`src/design/safe_pkg.sv`:
```
// ----------------------------------------------------------------------------
// safe_pkg: shared types and constants of the slot allocator
// Pool sizes, field widths, stream packing, opcodes and the command and status
// bundles that join the controller to the datapath.
// ----------------------------------------------------------------------------
package safe_pkg;

    localparam int NUM_SLOTS   = 16;
    localparam int NUM_CLASSES = 10;

    // Field widths fixed by the stream format
    localparam int SLOT_W      = 4;
    localparam int CLS_FIELD_W = 4;
    localparam int HANDLE_W    = 16;

    // Internal widths derived from pool sizes
    localparam int DEPTH  = NUM_CLASSES * NUM_SLOTS;
    localparam int IDX_W  = (NUM_SLOTS > 1) ? $clog2(NUM_SLOTS) : 1;
    localparam int CNT_W  = $clog2(NUM_SLOTS + 1);
    localparam int CLS_W  = (NUM_CLASSES > 1) ? $clog2(NUM_CLASSES) : 1;
    localparam int ADDR_W = (DEPTH > 1) ? $clog2(DEPTH) : 1;

    // Stream packing
    localparam int IN_DATA_W  = 24;
    localparam int OUT_DATA_W = 24;
    localparam int OUT_USER_W = 2;
    localparam int IN_HANDLE_LSB = CLS_FIELD_W;
    localparam int IN_SLOT_LSB   = CLS_FIELD_W + HANDLE_W;
    localparam int OUT_PAD_W     = OUT_DATA_W - SLOT_W - HANDLE_W;

    typedef logic [SLOT_W-1:0]   t_slot;
    typedef logic [HANDLE_W-1:0] t_handle;
    typedef logic [CNT_W-1:0]    t_cnt;
    typedef logic [ADDR_W-1:0]   t_addr;

    typedef enum logic {
        OP_ACQUIRE = 1'b0,
        OP_RELEASE = 1'b1
    } t_op;

    localparam logic STATUS_OK      = 1'b0;
    localparam logic STATUS_IGNORED = 1'b1;

    typedef struct packed {
        logic latch_in;
        logic pop_commit;
        logic sweep_start;
        logic sweep_step;
        logic own_commit;
        logic rel_commit;
        logic res_reject;
        logic load_out;
    } t_cmd;

    typedef struct packed {
        logic class_ok;
        logic is_release;
        logic free_empty;
        logic rel_ok;
        logic sweep_done;
        logic out_free;
    } t_stat;

    // Flat address of entry idx in the pool of class cls
    function automatic t_addr mem_addr(input logic [CLS_W-1:0] cls,
                                       input logic [IDX_W-1:0] idx);
        return ADDR_W'(cls) * ADDR_W'(NUM_SLOTS) + ADDR_W'(idx);
    endfunction

endpackage

```
`src/design/safe_ctrl.sv`:
```
// ----------------------------------------------------------------------------
// safe_ctrl: sequencer of the slot allocator
// Takes one request at a time, steers the datapath through pop, used-list
// sweep and commit steps, and hands the result to the output register.
// ----------------------------------------------------------------------------
module safe_ctrl (
    input  logic             i_clk,
    input  logic             i_rst_n,
    input  logic             i_s_tvalid,
    output logic             o_s_tready,
    input  safe_pkg::t_stat  i_stat,
    output safe_pkg::t_cmd   o_cmd
);

    typedef enum logic [2:0] {
        ST_IDLE,
        ST_DECODE,
        ST_POP,
        ST_SWEEP,
        ST_OWN_WR,
        ST_REL_FIN,
        ST_RESULT
    } t_state;

    t_state r_state;
    t_state n_state;
    logic   r_ready;

    assign o_s_tready = r_ready;

    always_comb begin
        n_state = r_state;
        o_cmd   = '0;
        unique case (r_state)
            ST_IDLE: begin
                if (i_s_tvalid && r_ready) begin
                    o_cmd.latch_in = 1'b1;
                    n_state        = ST_DECODE;
                end
            end
            ST_DECODE: begin
                if (!i_stat.class_ok) begin
                    o_cmd.res_reject = 1'b1;
                    n_state          = ST_RESULT;
                end else if (!i_stat.is_release) begin
                    if (i_stat.free_empty) begin
                        o_cmd.sweep_start = 1'b1;
                        n_state           = ST_SWEEP;
                    end else begin
                        n_state = ST_POP;
                    end
                end else if (i_stat.rel_ok) begin
                    o_cmd.sweep_start = 1'b1;
                    n_state           = ST_SWEEP;
                end else begin
                    o_cmd.res_reject = 1'b1;
                    n_state          = ST_RESULT;
                end
            end
            ST_POP: begin
                o_cmd.pop_commit = 1'b1;
                n_state          = ST_RESULT;
            end
            ST_SWEEP: begin
                if (i_stat.sweep_done) begin
                    n_state = i_stat.is_release ? ST_REL_FIN : ST_OWN_WR;
                end else begin
                    o_cmd.sweep_step = 1'b1;
                end
            end
            ST_OWN_WR: begin
                o_cmd.own_commit = 1'b1;
                n_state          = ST_RESULT;
            end
            ST_REL_FIN: begin
                o_cmd.rel_commit = 1'b1;
                n_state          = ST_RESULT;
            end
            ST_RESULT: begin
                if (i_stat.out_free) begin
                    o_cmd.load_out = 1'b1;
                    n_state        = ST_IDLE;
                end
            end
            default: begin
                n_state = ST_IDLE;
            end
        endcase
    end

    always_ff @(posedge i_clk) begin
        if (!i_rst_n) begin
            r_state <= ST_IDLE;
            r_ready <= 1'b0;
        end else begin
            r_state <= n_state;
            r_ready <= (n_state == ST_IDLE);
        end
    end

endmodule

```
`src/design/safe_datapath.sv`:
```
// ----------------------------------------------------------------------------
// safe_datapath: pool storage and result path of the slot allocator
// Holds the free stacks, used lists and owner tables of all classes, the
// per-class counters, the in-use bits, the request latch and the output
// register.
// ----------------------------------------------------------------------------
module safe_datapath (
    input  logic                                i_clk,
    input  logic                                i_rst_n,
    input  safe_pkg::t_cmd                      i_cmd,
    output safe_pkg::t_stat                     o_stat,
    // fields from bit 0 up: class_sel, handle, slot_in
    input  logic [safe_pkg::IN_DATA_W-1:0]      i_s_tdata,
    // op
    input  logic                                i_s_tuser,
    output logic                                o_m_tvalid,
    input  logic                                i_m_tready,
    // fields from bit 0 up: slot_out, evicted_handle, zero pad
    output logic [safe_pkg::OUT_DATA_W-1:0]     o_m_tdata,
    // fields from bit 0 up: evicted_valid, status
    output logic [safe_pkg::OUT_USER_W-1:0]     o_m_tuser
);

    // Request latch
    safe_pkg::t_op                        r_op;
    logic [safe_pkg::CLS_FIELD_W-1:0]     r_cls;
    safe_pkg::t_handle                    r_handle;
    safe_pkg::t_slot                      r_slot;

    // Per-class counters and in-use bits
    safe_pkg::t_cnt                       r_fc  [safe_pkg::NUM_CLASSES];
    safe_pkg::t_cnt                       r_low [safe_pkg::NUM_CLASSES];
    logic [safe_pkg::DEPTH-1:0]           r_in_use;

    // Pool memories
    safe_pkg::t_slot                      fs_mem  [safe_pkg::DEPTH];
    safe_pkg::t_slot                      uo_mem  [safe_pkg::DEPTH];
    safe_pkg::t_handle                    own_mem [safe_pkg::DEPTH];
    safe_pkg::t_slot                      r_fs_rdata;
    safe_pkg::t_slot                      r_uo_rdata;
    safe_pkg::t_handle                    r_own_rdata;

    // Sweep state
    safe_pkg::t_cnt                       r_k;
    safe_pkg::t_cnt                       r_j;
    logic                                 r_pend;
    logic                                 r_found;

    // Result and output register
    safe_pkg::t_slot                      r_res_slot;
    logic                                 r_res_ev;
    safe_pkg::t_handle                    r_res_handle;
    logic                                 r_res_status;
    logic                                 r_out_valid;
    safe_pkg::t_slot                      r_out_slot;
    logic                                 r_out_ev;
    safe_pkg::t_handle                    r_out_handle;
    logic                                 r_out_status;

    logic                                 class_ok;
    logic [safe_pkg::CLS_W-1:0]           cls_idx;
    safe_pkg::t_cnt                       cur_fc;
    safe_pkg::t_cnt                       cur_low;
    safe_pkg::t_cnt                       n_used;
    safe_pkg::t_cnt                       top_idx;
    logic                                 top_fresh;
    safe_pkg::t_slot                      pop_slot;
    logic                                 slot_ok;
    safe_pkg::t_addr                      a_slot;
    safe_pkg::t_addr                      a_pop;
    logic                                 is_evict;
    logic                                 sweep_we;

    safe_pkg::t_addr                      fs_raddr;
    safe_pkg::t_addr                      fs_waddr;
    safe_pkg::t_addr                      uo_raddr;
    safe_pkg::t_addr                      uo_waddr;
    safe_pkg::t_slot                      uo_wdata;
    logic                                 uo_we;
    safe_pkg::t_addr                      own_waddr;
    logic                                 own_we;

    assign class_ok = 32'(r_cls) < 32'(safe_pkg::NUM_CLASSES);
    assign cls_idx  = class_ok ? safe_pkg::CLS_W'(r_cls) : '0;
    assign cur_fc   = r_fc[cls_idx];
    assign cur_low  = r_low[cls_idx];
    assign n_used   = safe_pkg::CNT_W'(safe_pkg::NUM_SLOTS) - cur_fc;
    assign top_idx  = cur_fc - safe_pkg::CNT_W'(1);
    // Stack entries below the low-water mark were never overwritten
    assign top_fresh = top_idx < cur_low;
    assign pop_slot  = top_fresh ? safe_pkg::SLOT_W'(top_idx) : r_fs_rdata;
    assign slot_ok   = 32'(r_slot) < 32'(safe_pkg::NUM_SLOTS);
    assign a_slot    = safe_pkg::mem_addr(cls_idx, safe_pkg::IDX_W'(r_slot));
    assign a_pop     = safe_pkg::mem_addr(cls_idx, safe_pkg::IDX_W'(pop_slot));
    assign is_evict  = (r_op == safe_pkg::OP_ACQUIRE);
    assign sweep_we  = i_cmd.sweep_step && r_pend && r_found;

    assign fs_raddr = safe_pkg::mem_addr(cls_idx, safe_pkg::IDX_W'(top_idx));
    assign fs_waddr = safe_pkg::mem_addr(cls_idx, safe_pkg::IDX_W'(cur_fc));
    assign uo_raddr = safe_pkg::mem_addr(cls_idx, safe_pkg::IDX_W'(r_k));

    always_comb begin
        uo_we    = 1'b0;
        uo_waddr = safe_pkg::mem_addr(cls_idx, safe_pkg::IDX_W'(n_used));
        uo_wdata = pop_slot;
        if (i_cmd.pop_commit) begin
            uo_we = 1'b1;
        end else if (sweep_we) begin
            // shift entry j down to j-1
            uo_we    = 1'b1;
            uo_waddr = safe_pkg::mem_addr(cls_idx,
                                          safe_pkg::IDX_W'(r_j - safe_pkg::CNT_W'(1)));
            uo_wdata = r_uo_rdata;
        end else if (i_cmd.own_commit) begin
            // evicted slot goes to the back of the list
            uo_we    = 1'b1;
            uo_waddr = safe_pkg::mem_addr(cls_idx,
                                          safe_pkg::IDX_W'(n_used - safe_pkg::CNT_W'(1)));
            uo_wdata = r_slot;
        end
    end

    assign own_we    = i_cmd.pop_commit || i_cmd.own_commit;
    assign own_waddr = i_cmd.pop_commit ? a_pop : a_slot;

    always_ff @(posedge i_clk) begin
        if (i_cmd.rel_commit) begin
            fs_mem[fs_waddr] <= r_slot;
        end
        r_fs_rdata <= fs_mem[fs_raddr];
    end

    always_ff @(posedge i_clk) begin
        if (uo_we) begin
            uo_mem[uo_waddr] <= uo_wdata;
        end
        r_uo_rdata <= uo_mem[uo_raddr];
    end

    always_ff @(posedge i_clk) begin
        if (own_we) begin
            own_mem[own_waddr] <= r_handle;
        end
        r_own_rdata <= own_mem[a_slot];
    end

    // Control state
    always_ff @(posedge i_clk) begin
        if (!i_rst_n) begin
            for (int c = 0; c < safe_pkg::NUM_CLASSES; c++) begin
                r_fc[c]  <= safe_pkg::CNT_W'(safe_pkg::NUM_SLOTS);
                r_low[c] <= safe_pkg::CNT_W'(safe_pkg::NUM_SLOTS);
            end
            r_in_use    <= '0;
            r_k         <= '0;
            r_pend      <= 1'b0;
            r_found     <= 1'b0;
            r_out_valid <= 1'b0;
        end else begin
            if (i_cmd.pop_commit) begin
                r_fc[cls_idx]   <= top_idx;
                r_in_use[a_pop] <= 1'b1;
                if (top_fresh) begin
                    r_low[cls_idx] <= top_idx;
                end
            end
            if (i_cmd.rel_commit) begin
                r_fc[cls_idx]    <= cur_fc + safe_pkg::CNT_W'(1);
                r_in_use[a_slot] <= 1'b0;
            end
            if (i_cmd.sweep_start) begin
                r_k     <= '0;
                r_pend  <= 1'b0;
                r_found <= 1'b0;
            end else if (i_cmd.sweep_step) begin
                if (r_k < n_used) begin
                    r_k    <= r_k + safe_pkg::CNT_W'(1);
                    r_pend <= 1'b1;
                end else begin
                    r_pend <= 1'b0;
                end
                // eviction takes the head entry; release looks for its slot
                if (r_pend && !r_found && (is_evict || r_uo_rdata == r_slot)) begin
                    r_found <= 1'b1;
                end
            end
            if (i_cmd.load_out) begin
                r_out_valid <= 1'b1;
            end else if (i_m_tready) begin
                r_out_valid <= 1'b0;
            end
        end
    end

    // Payload
    always_ff @(posedge i_clk) begin
        if (i_cmd.latch_in) begin
            r_op     <= safe_pkg::t_op'(i_s_tuser);
            r_cls    <= i_s_tdata[safe_pkg::CLS_FIELD_W-1:0];
            r_handle <= i_s_tdata[safe_pkg::IN_HANDLE_LSB +: safe_pkg::HANDLE_W];
            r_slot   <= i_s_tdata[safe_pkg::IN_SLOT_LSB +: safe_pkg::SLOT_W];
        end else if (i_cmd.sweep_step && r_pend && !r_found && is_evict) begin
            r_slot <= r_uo_rdata;
        end
        if (i_cmd.sweep_step && r_k < n_used) begin
            r_j <= r_k;
        end

        if (i_cmd.res_reject) begin
            r_res_slot   <= (r_op == safe_pkg::OP_RELEASE) ? r_slot : '0;
            r_res_ev     <= 1'b0;
            r_res_handle <= '0;
            r_res_status <= safe_pkg::STATUS_IGNORED;
        end else if (i_cmd.pop_commit) begin
            r_res_slot   <= pop_slot;
            r_res_ev     <= 1'b0;
            r_res_handle <= '0;
            r_res_status <= safe_pkg::STATUS_OK;
        end else if (i_cmd.own_commit) begin
            r_res_slot   <= r_slot;
            r_res_ev     <= 1'b1;
            r_res_handle <= r_own_rdata;
            r_res_status <= safe_pkg::STATUS_OK;
        end else if (i_cmd.rel_commit) begin
            r_res_slot   <= r_slot;
            r_res_ev     <= 1'b0;
            r_res_handle <= '0;
            r_res_status <= safe_pkg::STATUS_OK;
        end

        if (i_cmd.load_out) begin
            r_out_slot   <= r_res_slot;
            r_out_ev     <= r_res_ev;
            r_out_handle <= r_res_handle;
            r_out_status <= r_res_status;
        end
    end

    assign o_stat.class_ok   = class_ok;
    assign o_stat.is_release = (r_op == safe_pkg::OP_RELEASE);
    assign o_stat.free_empty = (cur_fc == '0);
    assign o_stat.rel_ok     = slot_ok && r_in_use[a_slot];
    assign o_stat.sweep_done = !r_pend && (r_k == n_used);
    assign o_stat.out_free   = !r_out_valid || i_m_tready;

    assign o_m_tvalid = r_out_valid;
    assign o_m_tdata  = {{safe_pkg::OUT_PAD_W{1'b0}}, r_out_handle, r_out_slot};
    assign o_m_tuser  = {r_out_status, r_out_ev};

endmodule

```
`src/design/slot_allocator_fifo_evict.sv`:
```
// ----------------------------------------------------------------------------
// slot_allocator_fifo_evict: per-class binding slot allocator
// Each class owns a pool of slots with a free stack, an allocation-ordered
// used list and an owner table; acquire evicts the oldest slot when none is
// free.
//
// Usage: requests arrive on s_axis (tuser = op, tdata = class_sel, handle,
// slot_in); every request yields exactly one result on m_axis (tdata =
// slot_out, evicted_handle; tuser = evicted_valid, status). One request is
// in work at a time; s_axis_tready is high only while the block waits.
// A request with a bad class, or a release of a slot not in use, is rejected;
// an acquire with free slots pops the free stack; release and eviction sweep
// the class's used list, one entry per cycle through the single read port of
// the used-list memory.
// The result sits in an output register, so a new request is accepted while
// the previous result waits; a stalled receiver holds the sequencer only when
// the next result is ready. Reset restores every pool at once, with no
// clearing pass: all slots free, stacks handing out slot NUM_SLOTS-1 first.
// ----------------------------------------------------------------------------
module slot_allocator_fifo_evict (
    input  logic                                i_clk,
    input  logic                                i_rst_n,
    input  logic                                s_axis_tvalid,
    output logic                                s_axis_tready,
    // fields from bit 0 up: class_sel[3:0], handle[19:4], slot_in[23:20]
    input  logic [safe_pkg::IN_DATA_W-1:0]      s_axis_tdata,
    // op
    input  logic                                s_axis_tuser,
    output logic                                m_axis_tvalid,
    input  logic                                m_axis_tready,
    // fields from bit 0 up: slot_out[3:0], evicted_handle[19:4], zero pad
    output logic [safe_pkg::OUT_DATA_W-1:0]     m_axis_tdata,
    // fields from bit 0 up: evicted_valid, status
    output logic [safe_pkg::OUT_USER_W-1:0]     m_axis_tuser
);

    safe_pkg::t_cmd  w_cmd;
    safe_pkg::t_stat w_stat;

    safe_ctrl u_ctrl (
        .i_clk      (i_clk),
        .i_rst_n    (i_rst_n),
        .i_s_tvalid (s_axis_tvalid),
        .o_s_tready (s_axis_tready),
        .i_stat     (w_stat),
        .o_cmd      (w_cmd)
    );

    safe_datapath u_datapath (
        .i_clk      (i_clk),
        .i_rst_n    (i_rst_n),
        .i_cmd      (w_cmd),
        .o_stat     (w_stat),
        .i_s_tdata  (s_axis_tdata),
        .i_s_tuser  (s_axis_tuser),
        .o_m_tvalid (m_axis_tvalid),
        .i_m_tready (m_axis_tready),
        .o_m_tdata  (m_axis_tdata),
        .o_m_tuser  (m_axis_tuser)
    );

    // One request in work: the port closes right after a transfer
    a_busy_after_accept: assert property (@(posedge i_clk) disable iff (!i_rst_n)
        s_axis_tvalid && s_axis_tready |=> !s_axis_tready)
        else $error("input accepted while a request is in work");

    // A pop only happens on a valid class with free slots left
    a_pop_legal: assert property (@(posedge i_clk) disable iff (!i_rst_n)
        w_cmd.pop_commit |-> w_stat.class_ok && !w_stat.free_empty)
        else $error("free stack popped when empty or for a bad class");

    // An eviction is never reported on an ignored request
    a_evict_ok: assert property (@(posedge i_clk) disable iff (!i_rst_n)
        m_axis_tvalid |-> !(m_axis_tuser[0] && m_axis_tuser[1]))
        else $error("eviction flagged on an ignored request");

    // Without an eviction the evicted handle reads zero
    a_handle_zero: assert property (@(posedge i_clk) disable iff (!i_rst_n)
        m_axis_tvalid && !m_axis_tuser[0] |->
            m_axis_tdata[safe_pkg::SLOT_W +: safe_pkg::HANDLE_W] == '0)
        else $error("evicted handle nonzero without eviction");

endmodule

```
`config.mk`:
```
export PLATFORM = sky130hd
export DESIGN_NAME = slot_allocator_fifo_evict
export DESIGN_NICKNAME = d
export VERILOG_FILES = /design/src/design/safe_pkg.sv /design/src/design/safe_ctrl.sv /design/src/design/safe_datapath.sv /design/src/design/slot_allocator_fifo_evict.sv
export SDC_FILE = /design/constraint.sdc
export NUM_CORES = 2
export LEC_CHECK = 0
export BUFFER_PORTS_ARGS = -buffer_cell sky130_fd_sc_hd__buf_2
export CAP_MARGIN = 5
export CORE_AREA = 3 3 529 531
export CTS_CLUSTER_DIAMETER = 120
export DETAILED_ROUTE_END_ITERATION = 10
export DIE_AREA = 0 0 532 534
export PLACE_DENSITY = 0.73
export SLEW_MARGIN = 25
export SYNTH_ARGS = -nofsm -noshare
export SYNTH_HDL_FRONTEND = slang
export SYNTH_SLANG_ARGS = --single-unit
export TNS_END_PERCENT = 20
```
`constraint.sdc`:
```
create_clock -name i_clk -period 13.6 [get_ports i_clk]
set_input_delay 2.72 -clock i_clk [delete_from_list [all_inputs] [get_ports i_clk]]
set_output_delay 2.72 -clock i_clk [all_outputs]
set_load 0.02 [all_outputs]
```
Yosys cells after proc, flatten, opt, wreduce, memory -nomap -nowiden
Memory sizes are Yosys's and may differ from the RTL's. A register that Yosys moved wholly into a read port is not among the register bits. Index checks and enable logic that the tools add are counted.

Word-level logic and storage cells: 179. Register bits: 245. Output and inout bits: 28. Bits in read-only memories: 0. Memories: 5. Bits in latches: 0. Bits in writable memories: 3940. Input port bits: 29.

Memories: u_datapath.own_mem (words 160, width 16, rd ports 1, clocked after Yosys merged registers in 1, wr ports 1, RTL line safe_datapath.sv:38) `safe_pkg::t_handle own_mem [safe_pkg::DEPTH];`; u_datapath.fs_mem (words 160, width 4, rd ports 1, clocked after Yosys merged registers in 1, wr ports 1, RTL line safe_datapath.sv:36) `safe_pkg::t_slot fs_mem [safe_pkg::DEPTH];`; u_datapath.uo_mem (words 160, width 4, rd ports 1, clocked after Yosys merged registers in 1, wr ports 1, RTL line safe_datapath.sv:37) `safe_pkg::t_slot uo_mem [safe_pkg::DEPTH];`; u_datapath.r_fc (words 10, width 5, rd ports 1, clocked after Yosys merged registers in 0, wr ports 10, RTL line safe_datapath.sv:31) `safe_pkg::t_cnt r_fc [safe_pkg::NUM_CLASSES];`; u_datapath.r_low (words 10, width 5, rd ports 1, clocked after Yosys merged registers in 0, wr ports 10, RTL line safe_datapath.sv:32) `safe_pkg::t_cnt r_low [safe_pkg::NUM_CLASSES];`.

Multiplexer cells: 87. Equal/unequal tests: 8. Bitwise gates (word level): 6. Add/sub/neg operators: 14. Reductions and logical operators: 32. Shift operators: 0. Multipliers: 0. Divide/modulo/power cells: 0. Magnitude comparators: 7.

Operators by type and width (count): two-way mux 160 bit (3); bitwise AND 160 bit (1); inverter 160 bit (1); OR 160 bit (1); adder 8 x 4 -> 8 bit (8); two-way mux 4 bit (14); two-way mux 1 bit (51); two-way mux 16 bit (2); two-way mux 8 bit (4); less-than comparator 8 x 9 -> 1 bit, second input constant (2); two-way mux 3 bit (6); demux 1 bit (select 8 bit) (2); >= comparator 8 x 1 -> 1 bit, second input constant (2); two-way mux 5 bit (3); one-hot mux 3 bit (5 select lines) (1); logical AND 1 bit (11); adder 5 x 1 -> 5 bit, second input constant (2); less-than comparator 5 bit (2); OR reduction 5 bit (2); equality test 3 bit, second input constant (3); binary-select mux 1 bit (select 8 bit) (1); subtractor 4 x 1 -> 4 bit, second input constant (2); equality test 3 x 2 -> 1 bit, second input constant (2); zero test 3 bit (2); other kinds (17) (26).

Logic depth before layout (Yosys ltp)
An unclocked memory read counts as a cell.

Depth after elaboration: 16. Depth in mapped cells: 24. Depth with buffers taken out: 16.

Modules after synthesis
Synthesis repeated with hierarchy kept, for this count alone.

Cells, all modules: 7964. Area, all modules: 164714.2 um^2.

By module, submodules not included: safe_datapath (instances 1, area an instance 164408.9 um^2, seq. area each 124199.1 um^2, cells each 7929); safe_ctrl (instances 1, area an instance 305.3 um^2, seq. area each 80.1 um^2, cells each 35).

Worst setup path after synthesis
No wires, ideal clock.

Path kind: flip-flop to flip-flop. Start point: register u_datapath.r_slot[0]. End point: memory u_datapath.uo_mem[0][0] (netlist name) (data pin). Setup time: 1.064 ns. Data arrival time: 8.805 ns. Cell stages (with the launch flop): 12. Clock period less this slack: 9.869 ns. Buffers on the path: 9. Setup slack: 3.731 ns. Required time: 12.536 ns. Path through: edfxtp_1 buf_2 buf_6 buf_6 buf_6 buf_2 buf_4 buf_2 buf_2 buf_2 o21ai_0 a21oi_1.

Longest elaborated chain between the ends: 3.

RTL lines: start, declared (RTL line safe_datapath.sv:28) `safe_pkg::t_slot r_slot;`; start signal, assigned (RTL line safe_datapath.sv:201) `r_slot <= i_s_tdata[safe_pkg::IN_SLOT_LSB +: safe_pkg::SLOT_W];`; start signal, assigned (RTL line safe_datapath.sv:203) `r_slot <= r_uo_rdata;`; two-way mux 4 bit (RTL line safe_datapath.sv:114) `end else if (i_cmd.own_commit) begin`; two-way mux 4 bit (RTL line safe_datapath.sv:108) `end else if (sweep_we) begin`; two-way mux 4 bit (RTL line safe_datapath.sv:106) `if (i_cmd.pop_commit) begin`; via u_datapath.uo_wdata[0] (RTL line safe_datapath.sv:78) `safe_pkg::t_slot uo_wdata;`; end, declared (RTL line safe_datapath.sv:37).

The timed path passes the listed nets, and every way through them passes these cells.

Final worst setup path
Start point: register u_datapath.r_cls[1] (netlist name). End point: memory u_datapath.own_mem[129][13] (netlist name) (enable).

Longest elaborated chain between the ends: 8. Elaborated cells between the ends (all ways): 10. Classes of those cells: add/sub: 3; order compare: 2; mux: 3; memory: 2.

RTL lines: start, declared (RTL line safe_datapath.sv:26) `logic [safe_pkg::CLS_FIELD_W-1:0] r_cls;`; start signal, assigned (RTL line safe_datapath.sv:199) `r_cls <= i_s_tdata[safe_pkg::CLS_FIELD_W-1:0];`; less-than comparator 4 bit (RTL line safe_datapath.sv:83) `assign class_ok = 32'(r_cls) < 32'(safe_pkg::NUM_CLASSES);`; two-way mux 4 bit (*) (RTL line safe_datapath.sv:84) `assign cls_idx = class_ok ? safe_pkg::CLS_W'(r_cls) : '0;`; memory read (10 x 5 bit); subtractor 5 x 1 -> 5 bit (RTL line safe_datapath.sv:88) `assign top_idx = cur_fc - safe_pkg::CNT_W'(1);`; less-than comparator 5 bit (RTL line safe_datapath.sv:90) `assign top_fresh = top_idx < cur_low;`; two-way mux 4 bit (RTL line safe_datapath.sv:91) `assign pop_slot = top_fresh ? safe_pkg::SLOT_W'(top_idx) : r_fs_rdata;`; adder 8 x 4 -> 8 bit (RTL line safe_pkg.sv:67) `return ADDR_W'(cls) * ADDR_W'(NUM_SLOTS) + ADDR_W'(idx);`; two-way mux 8 bit (*) (RTL line safe_datapath.sv:124) `assign own_waddr = i_cmd.pop_commit ? a_pop : a_slot;`; end, declared (RTL line safe_datapath.sv:38).

Mark *: on every way between the ends. The rest lies on a longest branch, timed or not.

==> impl_results.md <==
- Tightest Pin Transition: 1.256 ns
- Hold path depth: 0
- Commonest cells in the synthesized netlist: edfxtp_1 (3997), mux4_2 (1216), nor2_1 (593)
- Setup violations, final: 0
- Worst-Skew Late Latency: 0.98 ns
- DRC: 0
- RSZ-0062 raised after global routing: false
- Clock Skew: 0.05068 ns
- Peak VDD IR: 0.1823 mV
- Max frequency: 111.9 MHz
- Hold path endpoint: u_datapath.r_out_status
- Gr ovfl total: 0
- Largest cells by area after synthesis: edfxtp_1 (73%), mux4_2 (17%), dfxtp_1 (2.6%)
- R2r endpoint: u_datapath.own_mem[129][13]
- Status: finished, final reports clean
- Critical-path maximum fanout: 43
- Worst Setup End Kind: flip-flop
- Worst path required time: 14.17 ns
- Placeable Area: 276000 µm²
- Reg2Reg Depth: 19
- Die H: 534 µm
- Tmin final: 8.935 ns
- Final WS setup: 4.665 ns
- Yosys reg bits: 4211
- Die span in x: 532 µm
- Global routing's busiest layer: met2
- Ys async rst share: 0%
- DRT antenna net count: 0
- Max-cap viol count: 0
- Die area: 284100 µm²
- Clock Pin Slew Worst Setup and Hold Paths: 0.06 ns
- Initial Utilization: 59.71%
- Leak Pwr: 56.06 nW
- HP Start: u_datapath.r_res_status
- FF-to-FF Start: u_datapath.r_cls[1]
- DRT iter0 DRCs: 12980
- Final Hold Vio Count: 0
- Worst R2R Setup Slack: 4.67 ns
- Startpoint types: flip-flop
- GRT met2 Usage: 45.57%
- CP Data Arrival Time: 9.51 ns
- Sequential Area: 124300 µm²
- Share of layout cells above drive strength 1: 26.91%
- Setup_tns: 0 ns
- Post-Syn Area: 164800 µm²
- Largest net degree at the start of global routing: 161
- GRT Overall Usage: 29.63%
- Final hold slack: 0.4528 ns
- Vias in the first global route: 83150
- Clock tree from TritonCTS: done
- Netlist cell types: 81
- IO Pins: 57
- Power, Total: 0.03261 W
- Post-synthesis sequential area ratio: 75.42%
- CTS root buf: clkbuf_16
- Clk sinks: 4211
- Pwr dens: 177.9 nW/µm²
- DR vias/cell: 6.924
- Syn_area_per_cell: 20.67 µm²
- CTS buffer count: 409
- Worst slack, placed: 4.961 ns
- Final WL: 421500 µm
- Mapped Cells: 7975
- H-tree depth: 5
- Row Count: 193
- Vias after detailed routing: 84430
- Met3 track demand over resource: 6.942%
- Hold crit path type: flip-flop to flip-flop
- FILL cells: 17160
- Drt first pass iters: 9
- # hold bufs at CTS: 0
- Slew Limit Fails: 0
- Yosys top cell area share: 72.83%
- Final period utilization: 65.70%
- Met1 Resource Use GR: 42.07%
- Nets: 8177
- Area growth syn-to-layout: 11.22%
- Post-cts sizing count: 0
- Critical path type: flip-flop to flip-flop
- Primary FF master, synth: edfxtp_1
- Initial antenna violation count: 15
- Port Buffers: 52
- First-pass GRT wire length: 607800 µm
- Top-count cell post-synth: edfxtp_1
- Yosys warns: 0
- Area leader, netlist: edfxtp_1
- Clock buffer depth: 4
- Post-DP HPWL: 244300 µm
- GPL Wtd Cong: 0.9105
- Post-synth EDFFs: 3997
- Setup repair bufs after CTS: 0
- Headroom to the max-slew limit: 16.27%
- Multi-input gate area: 38570 µm²
- Wire per inst: 34.56 µm
-- cell type report --
type	count	area share, %
Sequential cell	4211	67.82
Multi-Input combinational cell	3200	21.04
Clock inverter	277	1.478
Antenna cell	6	0.008191
Inverter	26	0.06007
Clock buffer	486	5.835
Timing Repair Buffer	283	1.226
Tap cell	3705	2.529
-- report_power, final --
| part | switching (W) | internal [W] | leakage [nW] |
|---|---|---|---|
| Combinational | 0.00401 | 0.00168 | 11.8 |
| Sequential | 0.000175 | 0.0154 | 37.7 |
| Clock | 0.00486 | 0.00646 | 6.53 |
-- how the worst max path moves through the flow --
stage,startpoint,endpoint,cells past startpoint
final,u_datapath.r_cls[1],u_datapath.own_mem[129][13],19
after global routing,u_datapath.r_cls[1],u_datapath.own_mem[129][0],19
after CTS,u_datapath.r_cls[1],u_datapath.own_mem[129][13],19
after detailed placement,u_datapath.r_cls[1],u_datapath.own_mem[129][12],19
after global placement,u_datapath.r_cls[1],u_datapath.own_mem[1][15],19
after floorplan,u_datapath.r_slot[0],u_datapath.uo_mem[0][0],11
-- cells in the final DEF (no fill, tap or decap), types with 9 or more instances in the layout --
cell	Yosys	routed
o22ai_1	13	13
buf_12	0	15
mux2i_1	54	54
mux2_2	21	21
nor2b_1	11	9
dfxtp_1	214	210
buf_2	117	51
mux4_2	1216	1216
clkinv_1	0	91
clkinvlp_4	0	22
o21ai_1	97	96
nor3_1	45	44
nor2_2	1	95
o221ai_1	13	13
clkbuf_1	364	65
o211ai_1	171	171
nand3_1	246	246
inv_6	0	12
o21ai_0	128	128
nand2_1	258	250
inv_1	23	23
edfxtp_1	3997	3997
bufinv_16	0	43
a22o_1	36	36
clkbuf_16	0	416
nor2_1	593	491
clkinv_4	0	11
or3_1	11	11
a21oi_1	32	26
a22oi_1	60	60
and3_1	12	12
nand4_1	32	32
clkinv_2	0	82
buf_4	19	211
ha_1	17	16
-- metal layers --
metal	up-vias	routed length (µm)
met4	4	19250
met5	-	17
met3	882	48400
met1	44280	154100
li1	33540	-
met2	5728	199700
-- per-stage QoR --
stage	cell area, µm²	utilization (%)	cells
floorplan	164800	-	7980
CTS	183200	66.39	12190
detailed placement	169800	61.53	11420
global route	183300	66.41	12190
global placement	169700	61.50	11420
finish	183300	66.41	12190
-- cell families after synthesis --
group	synth area share (%)
XOR/XNOR	0.09110
multiplexers	17.09
buffers and inverters	1.457
AO/OA/AOI/OAI	2.539
other	0.002275
flip-flops	75.42
AND/OR/NAND/NOR	3.268
adder cells (fa/ha/maj)	0.1291
-- registers in the layout, summed over array words and instances, names as in the netlist, 3 cells and up --
signal                   flops
u_datapath.r_own_rdata      16
u_datapath.r_k               5
u_datapath.own_mem        2560
u_datapath.r_uo_rdata        4
u_datapath.r_fs_rdata        4
u_datapath.uo_mem          640
u_ctrl.r_state               3
u_datapath.r_res_handle     16
u_datapath.r_handle         16
u_datapath.r_cls             4
u_datapath.fs_mem          640
u_datapath.r_low            50
u_datapath.r_fc             52
u_datapath.r_out_slot        4
u_datapath.r_out_handle     16
u_datapath.r_slot            4
u_datapath.r_res_slot        4
u_datapath.r_in_use        160
u_datapath.r_j               4
-- critical path, stage by stage (launching register included) --
cell	delay [ns]
edfxtp_1	0.71
nor2_1	0.77
a21o_2	0.22
buf_4	0.56
a22oi_1	0.19
and3_1	0.23
buf_4	0.22
ha_1	0.33
xor2_4	0.78
inv_1	0.11
ha_1	0.33
a21o_1	0.19
a21oi_1	0.18
inv_1	0.08
o21ai_0	0.63
nand4_1	0.36
nand3_1	0.44
nand4_1	0.92
buf_4	0.54
nor2_2	0.73
No activity file was read; power rests on OpenSTA's default activity.
